$ cat config.mk
export PLATFORM = sky130hd
export DESIGN_NAME = pid_filtered_derivative_antiwindup_unit_flat
export DESIGN_NICKNAME = d
export VERILOG_FILES = /design/src/pfda_pkg.sv /design/src/pfda_if.sv /design/src/pfda_mul.sv /design/src/pfda_div.sv /design/src/pfda_dp.sv /design/src/pfda_ctrl.sv /design/src/pid_filtered_derivative_antiwindup_unit.sv /design/src/flat_wrapper.sv
export SDC_FILE = /design/constraint.sdc
export NUM_CORES = 2
export LEC_CHECK = 0
export BUFFER_PORTS_ARGS = -buffer_cell sky130_fd_sc_hd__buf_2
export CORE_MARGIN = 2
export CORE_UTILIZATION = 55
export CTS_CLUSTER_SIZE = 8
export DETAILED_ROUTE_END_ITERATION = 8
export GPL_TIMING_DRIVEN = 1
export PLACE_DENSITY = 0.71
export SLEW_MARGIN = 40
export SYNTH_ARGS = -nofsm -noshare
export SYNTH_HDL_FRONTEND = slang
export SYNTH_SLANG_ARGS = --single-unit
$ cat constraint.sdc
create_clock -name clk -period 23.6 [get_ports clk]
set_input_delay 2.36 -clock clk [delete_from_list [all_inputs] [get_ports clk]]
set_output_delay 2.36 -clock clk [all_outputs]
set_load 0.1 [all_outputs]
$ cat src/pfda_pkg.sv
`timescale 1ns / 1ps
// shared types and constants for the pid controller with filtered derivative
// no dependencies
package pfda_pkg;

    // configuration port
    localparam int CFG_IDX_W  = 3;
    localparam int CFG_DATA_W = 32;

    localparam logic [CFG_IDX_W-1:0] REG_GAIN_PROP     = 3'd0;
    localparam logic [CFG_IDX_W-1:0] REG_GAIN_INTEGRAL = 3'd1;
    localparam logic [CFG_IDX_W-1:0] REG_GAIN_DERIV    = 3'd2;
    localparam logic [CFG_IDX_W-1:0] REG_FILTER_TC     = 3'd3;
    localparam logic [CFG_IDX_W-1:0] REG_SAMPLE_PERIOD = 3'd4;
    localparam logic [CFG_IDX_W-1:0] REG_LIMIT_HIGH    = 3'd5;
    localparam logic [CFG_IDX_W-1:0] REG_LIMIT_LOW     = 3'd6;

    localparam logic [31:0]        RST_GAIN_PROP     = 32'd13107;
    localparam logic [31:0]        RST_GAIN_INTEGRAL = 32'd0;
    localparam logic [31:0]        RST_GAIN_DERIV    = 32'd66;
    localparam logic [31:0]        RST_FILTER_TC     = 32'd134218;
    localparam logic [31:0]        RST_SAMPLE_PERIOD = 32'd16777;
    localparam logic signed [15:0] RST_LIMIT_HIGH    = 16'sd255;
    localparam logic signed [15:0] RST_LIMIT_LOW     = -16'sd255;

    // stored signal width and saturation bounds
    localparam int SIG_W = 48;
    localparam logic signed [SIG_W-1:0] SIG_MAX = {1'b0, {(SIG_W-1){1'b1}}};
    localparam logic signed [SIG_W-1:0] SIG_MIN = {1'b1, {(SIG_W-1){1'b0}}};

    // shift-add multiplier and restoring divider
    localparam int MUL_W   = 64;
    localparam int DIV_W   = 64;
    localparam int DEN_W   = 34;
    localparam int MUL_CW  = $clog2(MUL_W);
    localparam int DIV_CW  = $clog2(DIV_W);

    typedef enum logic [2:0] {
        OP_NONE,
        OP_CI,
        OP_P,
        OP_II,
        OP_DA,
        OP_DB,
        OP_T1,
        OP_T2
    } op_t;

    typedef struct packed {
        op_t  op;
        logic start;
        logic load;
        logic fin1;
        logic fin2;
        logic fin3;
    } cmd_t;

    typedef struct packed {
        logic mul_done;
        logic div_done;
        logic out_busy;
    } sts_t;

endpackage

$ cat src/pfda_if.sv
`timescale 1ns / 1ps
// valid/ready channels: sample input, result output, register writes
// depends on pfda_pkg

interface pfda_in_if;
    logic               valid;
    logic               ready;
    logic [15:0]        target_angle;
    logic signed [39:0] measured_angle;
    modport source (output valid, target_angle, measured_angle, input ready);
    modport sink (input valid, target_angle, measured_angle, output ready);
endinterface

interface pfda_out_if;
    logic               valid;
    logic               ready;
    logic signed [31:0] drive_value;
    modport source (output valid, drive_value, input ready);
    modport sink (input valid, drive_value, output ready);
endinterface

interface pfda_cfg_if;
    import pfda_pkg::*;
    logic                  valid;
    logic                  ready;
    logic [CFG_IDX_W-1:0]  index;
    logic [CFG_DATA_W-1:0] data;
    modport source (output valid, index, data, input ready);
    modport sink (input valid, index, data, output ready);
endinterface

$ cat src/pfda_mul.sv
`timescale 1ns / 1ps
// unsigned shift-add multiplier, one bit of b per cycle, full product
// depends on pfda_pkg
module pfda_mul
    import pfda_pkg::*;
(
    input  logic                 clk,
    input  logic                 rst_n,
    input  logic                 start,
    input  logic [MUL_W-1:0]     a,
    input  logic [MUL_W-1:0]     b,
    output logic [2*MUL_W-1:0]   prod,
    output logic                 done
);

    logic              busy_reg;
    logic [MUL_CW-1:0] cnt_reg;
    logic              done_reg;
    logic [MUL_W-1:0]  a_reg;
    logic [MUL_W-1:0]  hi_reg;
    logic [MUL_W-1:0]  lo_reg;
    logic [MUL_W:0]    sum_next;
    logic              last;

    assign last     = (cnt_reg == MUL_CW'(MUL_W - 1));
    assign sum_next = {1'b0, hi_reg} + (lo_reg[0] ? {1'b0, a_reg} : '0);

    always_ff @(posedge clk or negedge rst_n)
    begin
        if (!rst_n)
        begin
            busy_reg <= 1'b0;
            cnt_reg  <= '0;
            done_reg <= 1'b0;
        end
        else
        begin
            done_reg <= busy_reg && last;
            if (start)
            begin
                busy_reg <= 1'b1;
                cnt_reg  <= '0;
            end
            else if (busy_reg)
            begin
                cnt_reg <= cnt_reg + 1'b1;
                if (last)
                begin
                    busy_reg <= 1'b0;
                end
            end
        end
    end

    always_ff @(posedge clk)
    begin
        if (start)
        begin
            a_reg  <= a;
            hi_reg <= '0;
            lo_reg <= b;
        end
        else if (busy_reg)
        begin
            hi_reg <= sum_next[MUL_W:1];
            lo_reg <= {sum_next[0], lo_reg[MUL_W-1:1]};
        end
    end

    assign prod = {hi_reg, lo_reg};
    assign done = done_reg;

endmodule

$ cat src/pfda_div.sv
`timescale 1ns / 1ps
// unsigned restoring divider, one quotient bit per cycle
// depends on pfda_pkg
module pfda_div
    import pfda_pkg::*;
(
    input  logic             clk,
    input  logic             rst_n,
    input  logic             start,
    input  logic [DIV_W-1:0] dividend,
    input  logic [DEN_W-1:0] divisor,
    output logic [DIV_W-1:0] quotient,
    output logic             done
);

    logic              busy_reg;
    logic [DIV_CW-1:0] cnt_reg;
    logic              done_reg;
    logic [DEN_W-1:0]  den_reg;
    logic [DEN_W-1:0]  rem_reg;
    logic [DIV_W-1:0]  quo_reg;
    logic [DEN_W:0]    trial;
    logic              last;

    assign last  = (cnt_reg == DIV_CW'(DIV_W - 1));
    assign trial = {rem_reg, quo_reg[DIV_W-1]} - {1'b0, den_reg};

    always_ff @(posedge clk or negedge rst_n)
    begin
        if (!rst_n)
        begin
            busy_reg <= 1'b0;
            cnt_reg  <= '0;
            done_reg <= 1'b0;
        end
        else
        begin
            done_reg <= busy_reg && last;
            if (start)
            begin
                busy_reg <= 1'b1;
                cnt_reg  <= '0;
            end
            else if (busy_reg)
            begin
                cnt_reg <= cnt_reg + 1'b1;
                if (last)
                begin
                    busy_reg <= 1'b0;
                end
            end
        end
    end

    always_ff @(posedge clk)
    begin
        if (start)
        begin
            den_reg <= divisor;
            rem_reg <= '0;
            quo_reg <= dividend;
        end
        else if (busy_reg)
        begin
            if (!trial[DEN_W])
            begin
                rem_reg <= trial[DEN_W-1:0];
                quo_reg <= {quo_reg[DIV_W-2:0], 1'b1};
            end
            else
            begin
                rem_reg <= {rem_reg[DEN_W-2:0], quo_reg[DIV_W-1]};
                quo_reg <= {quo_reg[DIV_W-2:0], 1'b0};
            end
        end
    end

    assign quotient = quo_reg;
    assign done     = done_reg;

endmodule

$ cat src/pfda_dp.sv
`timescale 1ns / 1ps
// datapath: operand latches, shared multiplier and divider, pid state, output register
// depends on pfda_pkg, pfda_mul, pfda_div
module pfda_dp
    import pfda_pkg::*;
(
    input  logic               clk,
    input  logic               rst_n,
    input  cmd_t               cmd,
    output sts_t               sts,
    input  logic [15:0]        target_angle,
    input  logic signed [39:0] measured_angle,
    input  logic [31:0]        gain_prop,
    input  logic [31:0]        gain_integral,
    input  logic [31:0]        gain_deriv,
    input  logic [31:0]        filter_time_const,
    input  logic [31:0]        sample_period,
    input  logic signed [15:0] limit_high,
    input  logic signed [15:0] limit_low,
    output logic               out_valid,
    input  logic               out_ready,
    output logic signed [31:0] drive_value
);

    function automatic logic signed [SIG_W-1:0] sat49(input logic signed [SIG_W:0] v);
        logic signed [SIG_W-1:0] r;
        r = v[SIG_W-1:0];
        if (v[SIG_W] != v[SIG_W-1])
        begin
            r = v[SIG_W] ? SIG_MIN : SIG_MAX;
        end
        return r;
    endfunction

    // pid state
    logic signed [39:0]      last_measured_reg;
    logic signed [40:0]      last_error_reg;
    logic signed [SIG_W-1:0] integrator_reg;
    logic signed [SIG_W-1:0] differentiator_reg;

    // per-sample operands
    logic signed [39:0]      y_reg;
    logic signed [40:0]      err_reg;
    logic signed [41:0]      esum_reg;
    logic signed [40:0]      dy_reg;
    logic [DEN_W-1:0]        den_reg;
    logic [DEN_W-1:0]        anum_reg;
    logic                    aneg_reg;

    // intermediate results
    logic [MUL_W-1:0]        ci_reg;
    logic signed [SIG_W-1:0] p_reg;
    logic signed [SIG_W-1:0] iterm_reg;
    logic [24:0]             ca_reg;
    logic                    caneg_reg;
    logic [MUL_W-1:0]        cb_reg;
    logic signed [SIG_W-1:0] t1_reg;
    logic signed [SIG_W-1:0] t2_reg;
    logic signed [SIG_W-1:0] integ_reg;
    logic signed [SIG_W-1:0] imax_reg;
    logic signed [SIG_W-1:0] imin_reg;
    logic signed [SIG_W-1:0] d_reg;

    logic                    out_valid_reg;
    logic signed [31:0]      drive_reg;

    // load-time arithmetic
    logic signed [40:0]      err_next;
    logic [32:0]             tau2;
    logic signed [34:0]      adiff;

    assign err_next = $signed({9'b0, target_angle, 16'b0}) - 41'(measured_angle);
    assign tau2     = {filter_time_const, 1'b0};
    assign adiff    = $signed({2'b0, tau2}) - $signed({3'b0, sample_period});

    // shared units
    logic [MUL_W-1:0]   mul_a;
    logic [MUL_W-1:0]   mul_b;
    logic [2*MUL_W-1:0] prod;
    logic               mul_done;
    logic               mul_start;
    logic [DIV_W-1:0]   div_num;
    logic [DIV_W-1:0]   quo;
    logic               div_done;
    logic               div_start;

    logic [40:0]        err_mag;
    logic [41:0]        esum_mag;
    logic [40:0]        dy_mag;
    logic [SIG_W-1:0]   dprev_mag;

    assign err_mag   = err_reg[40] ? 41'(-err_reg) : 41'(err_reg);
    assign esum_mag  = esum_reg[41] ? 42'(-esum_reg) : 42'(esum_reg);
    assign dy_mag    = dy_reg[40] ? 41'(-dy_reg) : 41'(dy_reg);
    assign dprev_mag = differentiator_reg[SIG_W-1] ? SIG_W'(-differentiator_reg)
                                                   : SIG_W'(differentiator_reg);

    always_comb
    begin
        mul_a     = '0;
        mul_b     = '0;
        div_num   = '0;
        mul_start = 1'b0;
        div_start = 1'b0;
        case (cmd.op)
            OP_CI:
            begin
                mul_a     = MUL_W'(gain_integral);
                mul_b     = MUL_W'(sample_period);
                mul_start = cmd.start;
            end
            OP_P:
            begin
                mul_a     = MUL_W'(err_mag);
                mul_b     = MUL_W'(gain_prop);
                mul_start = cmd.start;
            end
            OP_II:
            begin
                mul_a     = MUL_W'(esum_mag);
                mul_b     = ci_reg;
                mul_start = cmd.start;
            end
            OP_T1:
            begin
                mul_a     = MUL_W'(dprev_mag);
                mul_b     = MUL_W'(ca_reg);
                mul_start = cmd.start;
            end
            OP_T2:
            begin
                mul_a     = MUL_W'(dy_mag);
                mul_b     = cb_reg;
                mul_start = cmd.start;
            end
            OP_DA:
            begin
                div_num   = DIV_W'({anum_reg, 24'b0});
                div_start = cmd.start;
            end
            OP_DB:
            begin
                div_num   = DIV_W'({gain_deriv, 25'b0});
                div_start = cmd.start;
            end
            default:
            begin
                mul_start = 1'b0;
            end
        endcase
    end

    pfda_mul u_mul (
        .clk   (clk),
        .rst_n (rst_n),
        .start (mul_start),
        .a     (mul_a),
        .b     (mul_b),
        .prod  (prod),
        .done  (mul_done)
    );

    pfda_div u_div (
        .clk      (clk),
        .rst_n    (rst_n),
        .start    (div_start),
        .dividend (div_num),
        .divisor  (den_reg),
        .quotient (quo),
        .done     (div_done)
    );

    // product scaling with magnitude cap
    logic [SIG_W-2:0] m16;
    logic [SIG_W-2:0] m24;
    logic [SIG_W-2:0] m41;

    assign m16 = (|prod[2*MUL_W-1:63]) ? SIG_MAX[SIG_W-2:0] : prod[62:16];
    assign m24 = (|prod[2*MUL_W-1:71]) ? SIG_MAX[SIG_W-2:0] : prod[70:24];
    assign m41 = (|prod[2*MUL_W-1:88]) ? SIG_MAX[SIG_W-2:0] : prod[87:41];

    logic signed [SIG_W-1:0] m16s;
    logic signed [SIG_W-1:0] m24s;
    logic signed [SIG_W-1:0] m41s;

    assign m16s = $signed({1'b0, m16});
    assign m24s = $signed({1'b0, m24});
    assign m41s = $signed({1'b0, m41});

    // finish arithmetic
    logic signed [31:0]      hi_q;
    logic signed [31:0]      lo_q;
    logic signed [SIG_W:0]   isum;
    logic signed [SIG_W:0]   hdiff;
    logic signed [SIG_W:0]   ldiff;
    logic signed [SIG_W:0]   dsum;
    logic signed [SIG_W+1:0] osum;
    logic signed [SIG_W+1:0] osat;

    assign hi_q  = {limit_high, 16'b0};
    assign lo_q  = {limit_low, 16'b0};
    assign isum  = (SIG_W+1)'(integrator_reg) + (SIG_W+1)'(iterm_reg);
    assign hdiff = (SIG_W+1)'(hi_q) - (SIG_W+1)'(p_reg);
    assign ldiff = (SIG_W+1)'(lo_q) - (SIG_W+1)'(p_reg);
    assign dsum  = (SIG_W+1)'(t1_reg) - (SIG_W+1)'(t2_reg);
    assign osum  = (SIG_W+2)'(p_reg) + (SIG_W+2)'(integ_reg) + (SIG_W+2)'(d_reg);

    always_comb
    begin
        osat = osum;
        if (osum > (SIG_W+2)'(hi_q))
        begin
            osat = (SIG_W+2)'(hi_q);
        end
        else if (osum < (SIG_W+2)'(lo_q))
        begin
            osat = (SIG_W+2)'(lo_q);
        end
    end

    // control-free payload registers
    always_ff @(posedge clk)
    begin
        if (cmd.load)
        begin
            y_reg    <= measured_angle;
            err_reg  <= err_next;
            esum_reg <= 42'(err_next) + 42'(last_error_reg);
            dy_reg   <= 41'(measured_angle) - 41'(last_measured_reg);
            den_reg  <= {1'b0, tau2} + {2'b0, sample_period};
            anum_reg <= adiff[34] ? DEN_W'(-adiff) : DEN_W'(adiff);
            aneg_reg <= adiff[34];
        end
        if (mul_done)
        begin
            case (cmd.op)
                OP_CI:   ci_reg    <= prod[MUL_W-1:0];
                OP_P:    p_reg     <= err_reg[40] ? -m16s : m16s;
                OP_II:   iterm_reg <= esum_reg[41] ? -m41s : m41s;
                OP_T1:   t1_reg    <= (differentiator_reg[SIG_W-1] ^ caneg_reg) ? -m24s : m24s;
                OP_T2:   t2_reg    <= dy_reg[40] ? -m16s : m16s;
                default: ci_reg    <= ci_reg;
            endcase
        end
        if (div_done)
        begin
            case (cmd.op)
                OP_DA:
                begin
                    ca_reg    <= (den_reg == '0) ? '0 : quo[24:0];
                    caneg_reg <= aneg_reg && (den_reg != '0);
                end
                OP_DB:   cb_reg <= (den_reg == '0) ? '0 : quo;
                default: cb_reg <= cb_reg;
            endcase
        end
        if (cmd.fin1)
        begin
            integ_reg <= sat49(isum);
            // headroom bounds compared at full signal width
            imax_reg  <= (SIG_W'(hi_q) > p_reg) ? sat49(hdiff) : '0;
            imin_reg  <= (SIG_W'(lo_q) < p_reg) ? sat49(ldiff) : '0;
            d_reg     <= sat49(dsum);
        end
        if (cmd.fin2)
        begin
            if (integ_reg > imax_reg)
            begin
                integ_reg <= imax_reg;
            end
            else if (integ_reg < imin_reg)
            begin
                integ_reg <= imin_reg;
            end
        end
        if (cmd.fin3)
        begin
            drive_reg <= osat[31:0];
        end
    end

    // pid state and output valid
    always_ff @(posedge clk or negedge rst_n)
    begin
        if (!rst_n)
        begin
            last_measured_reg  <= '0;
            last_error_reg     <= '0;
            integrator_reg     <= '0;
            differentiator_reg <= '0;
            out_valid_reg      <= 1'b0;
        end
        else
        begin
            if (cmd.fin2)
            begin
                last_measured_reg  <= y_reg;
                last_error_reg     <= err_reg;
                differentiator_reg <= d_reg;
                if (integ_reg > imax_reg)
                begin
                    integrator_reg <= imax_reg;
                end
                else if (integ_reg < imin_reg)
                begin
                    integrator_reg <= imin_reg;
                end
                else
                begin
                    integrator_reg <= integ_reg;
                end
            end
            if (cmd.fin3)
            begin
                out_valid_reg <= 1'b1;
            end
            else if (out_ready)
            begin
                out_valid_reg <= 1'b0;
            end
        end
    end

    assign out_valid    = out_valid_reg;
    assign drive_value  = drive_reg;
    assign sts.mul_done = mul_done;
    assign sts.div_done = div_done;
    assign sts.out_busy = out_valid_reg && !out_ready;

    a_units_exclusive: assert property (@(posedge clk) disable iff (!rst_n)
        !(mul_done && div_done))
        else $error("multiplier and divider finished together");

    a_integ_in_headroom: assert property (@(posedge clk) disable iff (!rst_n)
        cmd.fin2 |=> (integrator_reg <= $past(imax_reg)) && (integrator_reg >= $past(imin_reg)))
        else $error("integrator outside headroom after clamp");

    a_out_in_limits: assert property (@(posedge clk) disable iff (!rst_n)
        (out_valid_reg && $past(cmd.fin3) && limit_low <= limit_high) |->
        (drive_reg <= hi_q) && (drive_reg >= lo_q))
        else $error("drive value outside output limits");

endmodule

$ cat src/pfda_ctrl.sv
`timescale 1ns / 1ps
// sequencer: walks one sample through the multiply and divide steps
// depends on pfda_pkg
module pfda_ctrl
    import pfda_pkg::*;
(
    input  logic clk,
    input  logic rst_n,
    input  logic in_valid,
    output logic in_ready,
    output cmd_t cmd,
    input  sts_t sts
);

    typedef enum logic [10:0] {
        S_IDLE = 11'b000_0000_0001,
        S_CI   = 11'b000_0000_0010,
        S_P    = 11'b000_0000_0100,
        S_II   = 11'b000_0000_1000,
        S_DA   = 11'b000_0001_0000,
        S_DB   = 11'b000_0010_0000,
        S_T1   = 11'b000_0100_0000,
        S_T2   = 11'b000_1000_0000,
        S_FIN1 = 11'b001_0000_0000,
        S_FIN2 = 11'b010_0000_0000,
        S_FIN3 = 11'b100_0000_0000
    } state_t;

    state_t state_reg;
    state_t state_next;
    logic   launched_reg;
    logic   launched_next;
    logic   done;

    assign done = sts.mul_done || sts.div_done;

    always_comb
    begin
        state_next    = state_reg;
        launched_next = launched_reg;
        cmd           = '0;
        in_ready      = 1'b0;
        case (state_reg)
            S_IDLE:
            begin
                in_ready = 1'b1;
                cmd.load = in_valid;
                if (in_valid)
                begin
                    state_next = S_CI;
                end
            end
            S_CI, S_P, S_II, S_DA, S_DB, S_T1, S_T2:
            begin
                case (state_reg)
                    S_CI:    cmd.op = OP_CI;
                    S_P:     cmd.op = OP_P;
                    S_II:    cmd.op = OP_II;
                    S_DA:    cmd.op = OP_DA;
                    S_DB:    cmd.op = OP_DB;
                    S_T1:    cmd.op = OP_T1;
                    S_T2:    cmd.op = OP_T2;
                    default: cmd.op = OP_NONE;
                endcase
                cmd.start = !launched_reg;
                if (!launched_reg)
                begin
                    launched_next = 1'b1;
                end
                else if (done)
                begin
                    launched_next = 1'b0;
                    case (state_reg)
                        S_CI:    state_next = S_P;
                        S_P:     state_next = S_II;
                        S_II:    state_next = S_DA;
                        S_DA:    state_next = S_DB;
                        S_DB:    state_next = S_T1;
                        S_T1:    state_next = S_T2;
                        default: state_next = S_FIN1;
                    endcase
                end
            end
            S_FIN1:
            begin
                cmd.fin1   = 1'b1;
                state_next = S_FIN2;
            end
            S_FIN2:
            begin
                cmd.fin2   = 1'b1;
                state_next = S_FIN3;
            end
            S_FIN3:
            begin
                if (!sts.out_busy)
                begin
                    cmd.fin3   = 1'b1;
                    state_next = S_IDLE;
                end
            end
            default:
            begin
                state_next = S_IDLE;
            end
        endcase
    end

    always_ff @(posedge clk or negedge rst_n)
    begin
        if (!rst_n)
        begin
            state_reg    <= S_IDLE;
            launched_reg <= 1'b0;
        end
        else
        begin
            state_reg    <= state_next;
            launched_reg <= launched_next;
        end
    end

    a_single_start: assert property (@(posedge clk) disable iff (!rst_n)
        cmd.start |=> !cmd.start)
        else $error("unit started on two cycles in a row");

    a_done_when_launched: assert property (@(posedge clk) disable iff (!rst_n)
        done |-> launched_reg)
        else $error("unit finished with no step in flight");

    a_no_overwrite: assert property (@(posedge clk) disable iff (!rst_n)
        cmd.fin3 |-> !sts.out_busy)
        else $error("result register written while beat pending");

endmodule

$ cat src/pid_filtered_derivative_antiwindup_unit.sv
`timescale 1ns / 1ps
// top level of the pid controller: register file, sequencer and datapath
// depends on pfda_pkg, pfda_if, pfda_ctrl, pfda_dp
//
// pid controller with tustin-filtered derivative on the measurement and dynamic
// integrator clamping. each sample beat (target angle, measured angle) gives one
// result beat (saturated drive value, signed q16.16). one sample at a time is
// processed; a sample passes from accept to result through seven steps on a
// shared 64-bit shift-add multiplier and a restoring divider (gain product,
// proportional, integral, two filter coefficients, two derivative terms) and
// then the finishing steps. the next sample is taken while the last result
// still waits in the output register. the user must write registers through the
// config channel (always ready) only while idle; the block does not enforce it.
module pid_filtered_derivative_antiwindup_unit
    import pfda_pkg::*;
(
    input  logic       clk,
    input  logic       rst_n,
    pfda_in_if.sink    sample,
    pfda_out_if.source result,
    pfda_cfg_if.sink   cfg
);

    // configuration registers
    logic [31:0]        gain_prop_reg;
    logic [31:0]        gain_integral_reg;
    logic [31:0]        gain_deriv_reg;
    logic [31:0]        filter_tc_reg;
    logic [31:0]        sample_period_reg;
    logic signed [15:0] limit_high_reg;
    logic signed [15:0] limit_low_reg;

    assign cfg.ready = 1'b1;

    always_ff @(posedge clk or negedge rst_n)
    begin
        if (!rst_n)
        begin
            gain_prop_reg     <= RST_GAIN_PROP;
            gain_integral_reg <= RST_GAIN_INTEGRAL;
            gain_deriv_reg    <= RST_GAIN_DERIV;
            filter_tc_reg     <= RST_FILTER_TC;
            sample_period_reg <= RST_SAMPLE_PERIOD;
            limit_high_reg    <= RST_LIMIT_HIGH;
            limit_low_reg     <= RST_LIMIT_LOW;
        end
        else if (cfg.valid)
        begin
            // writes past the last register are dropped
            case (cfg.index)
                REG_GAIN_PROP:     gain_prop_reg     <= cfg.data;
                REG_GAIN_INTEGRAL: gain_integral_reg <= cfg.data;
                REG_GAIN_DERIV:    gain_deriv_reg    <= cfg.data;
                REG_FILTER_TC:     filter_tc_reg     <= cfg.data;
                REG_SAMPLE_PERIOD: sample_period_reg <= cfg.data;
                REG_LIMIT_HIGH:    limit_high_reg    <= cfg.data[15:0];
                REG_LIMIT_LOW:     limit_low_reg     <= cfg.data[15:0];
                default:           limit_low_reg     <= limit_low_reg;
            endcase
        end
    end

    // sequencer to datapath command and status
    cmd_t cmd;
    sts_t sts;

    pfda_ctrl u_ctrl (
        .clk      (clk),
        .rst_n    (rst_n),
        .in_valid (sample.valid),
        .in_ready (sample.ready),
        .cmd      (cmd),
        .sts      (sts)
    );

    pfda_dp u_dp (
        .clk               (clk),
        .rst_n             (rst_n),
        .cmd               (cmd),
        .sts               (sts),
        .target_angle      (sample.target_angle),
        .measured_angle    (sample.measured_angle),
        .gain_prop         (gain_prop_reg),
        .gain_integral     (gain_integral_reg),
        .gain_deriv        (gain_deriv_reg),
        .filter_time_const (filter_tc_reg),
        .sample_period     (sample_period_reg),
        .limit_high        (limit_high_reg),
        .limit_low         (limit_low_reg),
        .out_valid         (result.valid),
        .out_ready         (result.ready),
        .drive_value       (result.drive_value)
    );

endmodule
$ cat src/flat_wrapper.sv
// flat-port wrapper written by rule: the top's interface ports become plain ports
module pid_filtered_derivative_antiwindup_unit_flat import pfda_pkg::*;
  (clk, rst_n, sample_valid, sample_target_angle, sample_measured_angle, sample_ready, result_valid, result_drive_value, result_ready, cfg_valid, cfg_index, cfg_data, cfg_ready);
  pfda_in_if sample_i ();
  pfda_out_if result_i ();
  pfda_cfg_if cfg_i ();
  input  logic clk;
  input  logic rst_n;
  input wire logic [$bits(sample_i.valid)-1:0] sample_valid;
  input wire logic [$bits(sample_i.target_angle)-1:0] sample_target_angle;
  input wire logic [$bits(sample_i.measured_angle)-1:0] sample_measured_angle;
  output wire logic [$bits(sample_i.ready)-1:0] sample_ready;
  output wire logic [$bits(result_i.valid)-1:0] result_valid;
  output wire logic [$bits(result_i.drive_value)-1:0] result_drive_value;
  input wire logic [$bits(result_i.ready)-1:0] result_ready;
  input wire logic [$bits(cfg_i.valid)-1:0] cfg_valid;
  input wire logic [$bits(cfg_i.index)-1:0] cfg_index;
  input wire logic [$bits(cfg_i.data)-1:0] cfg_data;
  output wire logic [$bits(cfg_i.ready)-1:0] cfg_ready;
  assign sample_i.valid = sample_valid;
  assign sample_i.target_angle = sample_target_angle;
  assign sample_i.measured_angle = sample_measured_angle;
  assign sample_ready = sample_i.ready;
  assign result_valid = result_i.valid;
  assign result_drive_value = result_i.drive_value;
  assign result_i.ready = result_ready;
  assign cfg_i.valid = cfg_valid;
  assign cfg_i.index = cfg_index;
  assign cfg_i.data = cfg_data;
  assign cfg_ready = cfg_i.ready;
  pid_filtered_derivative_antiwindup_unit u_core (.clk(clk), .rst_n(rst_n), .sample(sample_i), .result(result_i), .cfg(cfg_i));
endmodule
* After elaboration in Yosys (flattened, before gate mapping) *
Index checks and enable logic that the tools add are counted.

word-level totals
  bits in registers = 1525
  bits of input ports = 96
  logic and storage cells = 218

cells by class
  add/sub/neg operators = 23
  reductions and logical operators = 35
  bitwise gates (word level) = 1
  mux-type cells = 68
  order comparisons = 6
  equality and inequality tests = 34

operators with widths
  cell              count
  $mux 48           15
  $mux 47           7
  $mux 64           5
  $pmux 64 s5       1
  $pmux 48 s5       1
  $neg 47->48       3
  $pmux 58 s2       1
  $add 48x48->49    2
  $sub 32x48->49    2
  $mux 41           2
  $neg 41->41       2
  $mux 34           2
  $add 64x65->65    1
  $reduce_or 65->1  1
  $mux 32           2
  $reduce_or 57->1  1
  $pmux 11 s5       1
  $pmux 9 s6        1
  $add 49x48->50    1
  $gt 50x32->1      1
  $lt 50x32->1      1
  $sub 48x48->49    1
  $gt 32x48->1      1
  $gt 48x48->1      1
  other kinds (49)  111

* Depth between registers and ports, before layout *
  word-level depth = 7
  gate-level depth with buffers = 30

* By module *
From an unflattened synthesis, not the netlist that was laid out.

unflattened totals
  cell total of the unflattened synthesis = 9956
  area total of the unflattened synthesis = 99227.7 um2

modules (own cells, without submodules)
  module                                   instances  area an instance (um2)  cells an instance  seq. area each (um2)
  pfda_dp                                  1          71856.4                 7644               27971.8
  pfda_mul                                 1          11446.0                 1082               5325.1
  pfda_div                                 1          7634.8                  697                3823.7
  pid_filtered_derivative_antiwindup_unit  1          7285.7                  417                4852.2
  pfda_ctrl                                1          1004.7                  116                301.5

* Worst setup path before layout *
Ideal clock, no wire load.

  kind = register to register
  start = register u_core.u_ctrl.state_reg[3]
  end = register u_core.u_ctrl.state_reg[1]
  slack = 13.856 ns
  path buffers = 1
  cell stages (with the launch flop) = 9
  library setup time = 0.107 ns
  period minus slack after synthesis = 9.744 ns
  arrival = 9.637 ns
  cells stage by stage = dfrtp_1 clkbuf_1 nor3_1 nand2_1 or3_1 or3_1 nor3_1 and2_1 o21bai_1

between the ends
  longest elaborated chain between the ends = 4

ends and longest elaborated chain
  item                                 RTL line          source
  start, declared                      pfda_ctrl.sv:29   state_t state_reg;
  start signal, assigned               pfda_ctrl.sv:118  state_reg <= state_next;
  $eq 11x2->1 (tied with other cells)  pfda_ctrl.sv:43   case (state_reg)
  $reduce_or 7->1                      pfda_ctrl.sv:43
  $ne 2x2->1 (no source line)          -
  $reduce_and 4->1 (no source line)    -

Parallel ways exist; a longest one is shown, timed or not.
A chain may end at the register's enable or synchronous reset.

* Worst setup path in the final report *
  start = register u_core.u_dp.p_reg[5]
  end = register u_core.u_dp.drive_reg[7] (netlist: u_core.u_dp.drive_value[7]), data pin

between the ends
  longest elaborated chain between the ends = 4

ends and longest elaborated chain
  item                                                 RTL line                        source
  start, declared                                      pfda_dp.sv:52                   logic signed [SIG_W-1:0] p_reg;
  start signal, assigned                               pfda_dp.sv:238                  OP_P: p_reg <= err_reg[40] ? -m16s : m16s;
  $add 48x48->49 (*)                                   pfda_dp.sv:206                  assign osum = (SIG_W+2)'(p_reg) + (SIG_W+2)'(integ_reg) + (SIG_W+2)'(d_reg);
  $add 49x48->50 (*)                                   pfda_dp.sv:206
  $gt 50x32->1 / $lt 50x32->1 (equally long branches)  pfda_dp.sv:211, pfda_dp.sv:215
  $reduce_or 2->1 (no source line)                     -
  end signal, assigned                                 pfda_dp.sv:278                  drive_reg <= osat[31:0];
  end, declared                                        pfda_dp.sv:65                   logic signed [31:0] drive_reg;

Every way passes the cells marked *; elsewhere a longest branch is shown, timed or not.

==> impl_metrics.yaml <==
sta:
  slew_violations: 0
  period_needed_ns: 7.74
  fmax_ghz: 0.129
  worst_pin_slew_ns: 0.897
  fin_skew_ns: 0.0758
  relSlewSlack_pct: 39.4
  setup-tns-final_ns: 0
  rsz0062_at_grt: "false"
  timing.final.crit_share_pct: 32.8
  setup_violations: 0
  hold_violations: 0
global_routing:
  met3_usage_pct: 7.76
  grt_use_total_pct: 36.2
  grt_use_met2_pct: 56.6
  overflow: 0
  use_met1_pct: 46.3
  grt_pass1_vias: 76800
  antenna_found_initial: 33
  top_usage_layer: "met2"
  grt_max_degree: 156
  grt_pass1_wl_mm: 482
routing:
  post_drt_wl_per_cell_um: 26.3
  drt_iter0_drc: 8648
  drt-vias-per-instance: 6.47
  detail-route-antenna-nets: 0
  vias: 79500
  first_pass_iters: 9
  drc: 1
  wl_mm: 323
yosys:
  yosys.area.top_type_share_pct: 30.3
  ys_seq_elements: 1505
  yosysMostFrequentCell: "nand2_1"
  synth_seq_area_share_pct: 43.8
  syn-num-nets: 10600
  yosys.area.top_type: "edfxtp_1"
  yosys_warnings: 0
  syn_avg_cell_area_um2: 9.75
  yosys-top-cells-area: "edfxtp_1 30%, dfrtp_1 9.4%, ha_1 8.2%"
  ys_async_sr_fraction_pct: 26.4
  syn_inst: 9790
  ys_types: 101
  synth_edf_count: 962
  synth_ff_type: "edfxtp_1"
  synth_common_cells: "1009 x nand2_1, 962 x edfxtp_1, 704 x o21ai_0, 675 x a21oi_1, 632 x nor2_1"
  syn_area_um2: 95400
setup_path:
  crit_type: "reg2reg"
  cp.required_ns: 24.32
  worstSetupEndpointType: "register"
  crit_arrival_ns: 8.46
  cp-start-kind: "register"
  critPathMaxFanout: 33
clocking:
  path_clk_slew_ns: 0.05
  htree_levels: 4
  hold_buffers: 0
  tritoncts_num_sinks: 1505
  cts_resized: 0
  post-cts-setup-buffer-count: 0
  numCtsBuffers: 208
  cts_tree: "yes"
  clk-insertion-delay-late_ns: 0.90
  root_buffer: "clkbuf_16"
  clockBufferDepth: 3
final_layout:
  drive_above_1_share_pct: 8.37
  nets: 10600
  final_util_pct: 61.1
  fillers: 14400
  area_growth_syn_to_layout_pct: 10.0
hold_path:
  hold_class: "reg2reg"
power:
  intPower_uw: 6290
  seqPwrFrac_pct: 39.8
  power_density_nw_per_um2: 94.4
  p_sw_uw: 3620
  power.share.switching_pct: 36.5
  leakage_uw: 0.0431
  clock_power_share_pct: 29.3
  pwr-share-comb_pct: 30.8
  max-vdd-ir-drop_uv: 86.8
outcome:
  violations: "DRC"
  status: "finished, violations left"
floorplan:
  coreArea_um2: 172000
  num_io_pins: 131
  fp-row-count: 152
  die_y_um: 421
  die_w_um: 421
  start_util_pct: 55.5
  dieArea_um2: 177000
placed_design:
  dp_hpwl_mm: 242
  gp_congestion: 1.03
  io_buffers: 129
flow_run:
  drv_cap: 0
-- logic make-up after synthesis --
kind of cell	share of synthesized area, %
compound gates	18.7
flops	43.8
fa+ha+maj	9.88
xor+xnor	6.29
other cells	0.00787
mux	3.04
simple gates	14.3
buf+inv	3.96
-- per-layer routing --
metal | share of wire, % | routed length, um
met5 | 0.045 | 146
met4 | 6.5 | 21000
met3 | 9.6 | 30900
met1 | 39 | 126000
met2 | 45 | 145000
-- metrics by stage --
stage | cells | worst slack [ns] | total power [uW] | cell area, um2 | hold WS (ns)
6_report | 12300 | 15.86 | 9910 | 105000 | 0.431
5_1_grt | 12300 | 15.48 | 10400 | 105000 | 0.458
4_1_cts | 12300 | 15.97 | 9840 | 105000 | 0.450
3_5_place_dp | 11900 | 15.98 | 6930 | 98500 | 0.436
3_3_place_gp | 11900 | 15.97 | 6840 | 98300 | 0.430
2_1_floorplan | 9790 | 13.86 | 6020 | 95400 | 0.417
-- power by group through the flow --
stage	clock [uW]	combinational [uW]	sequential, uW
2_1_floorplan	0	2320	3700
3_3_place_gp	0	2900	3940
3_5_place_dp	0	2970	3960
4_1_cts	2930	2990	3910
5_1_grt	3050	3360	3980
6_report	2910	3050	3950
-- cell usage in the layout (no fill, tap or decap), types with 122 or more instances in the layout --
master,count
inv_1,536
mux2_2,170
o21ai_0,704
edfxtp_1,962
xor2_1,274
a21o_1,289
nor3_1,193
nand2_1,1003
xnor2_1,406
a21oi_1,671
nor2b_1,122
clkbuf_1,166
clkbuf_16,209
buf_2,128
ha_1,625
dfxtp_1,146
nand3_1,133
nor2_1,628
dfrtp_1,355
-- worst max-delay path, stage by stage, from the launching register on --
cell and delay (ns):
edfxtp_1 0.51, fa_1 0.52, ha_1 0.36, o211ai_1 0.13
o211a_1 0.27, o21a_1 0.24, or4b_2 0.76, a2111oi_1 0.73
o21ai_0 0.27, a21oi_1 0.20, o22ai_1 0.13, o2111ai_1 0.22
a21oi_1 0.11, xnor2_1 0.20, ha_1 0.32, nand4_1 0.15
or4_1 0.57, nor4_1 0.29, nand4_1 0.14, nor4_1 0.22
and3_1 0.20, a41o_1 0.19, a21oi_2 0.04, buf_4 0.23
or2_2 0.45, nor2_1 0.13
-- worst paths after layout --
check,endpoint,cells after the start,start,slack (ns)
max in group asynchronous,u_core.u_dp.u_mul.busy_reg,4,rst_n,20.42
min in group asynchronous,u_core.sample_period_reg[5],1,rst_n,1.38
worst max-delay path,u_core.u_dp.drive_value[7],25,u_core.u_dp.p_reg[5],15.86
worst max register to register,u_core.u_dp.drive_value[7],25,u_core.u_dp.p_reg[5],15.86
worst min register to register,u_core.u_dp.last_measured_reg[32],2,u_core.u_dp.y_reg[32],0.43
worst min-delay path,u_core.u_dp.last_measured_reg[32],2,u_core.u_dp.y_reg[32],0.43
-- area by class of cell --
class / instances / area [um2] / area share, %
clock inverter: 15 / 405 / 0.386
clock buffer: 379 / 5910 / 5.63
antenna: 13 / 32.5 / 0.0310
multi-input combinational: 7283 / 50200 / 47.8
timing repair buffer: 246 / 1730 / 1.65
tap: 2310 / 2890 / 2.75
inverter: 542 / 2040 / 1.95
sequential: 1505 / 41800 / 39.8
No activity file was read; power rests on OpenSTA's default activity.
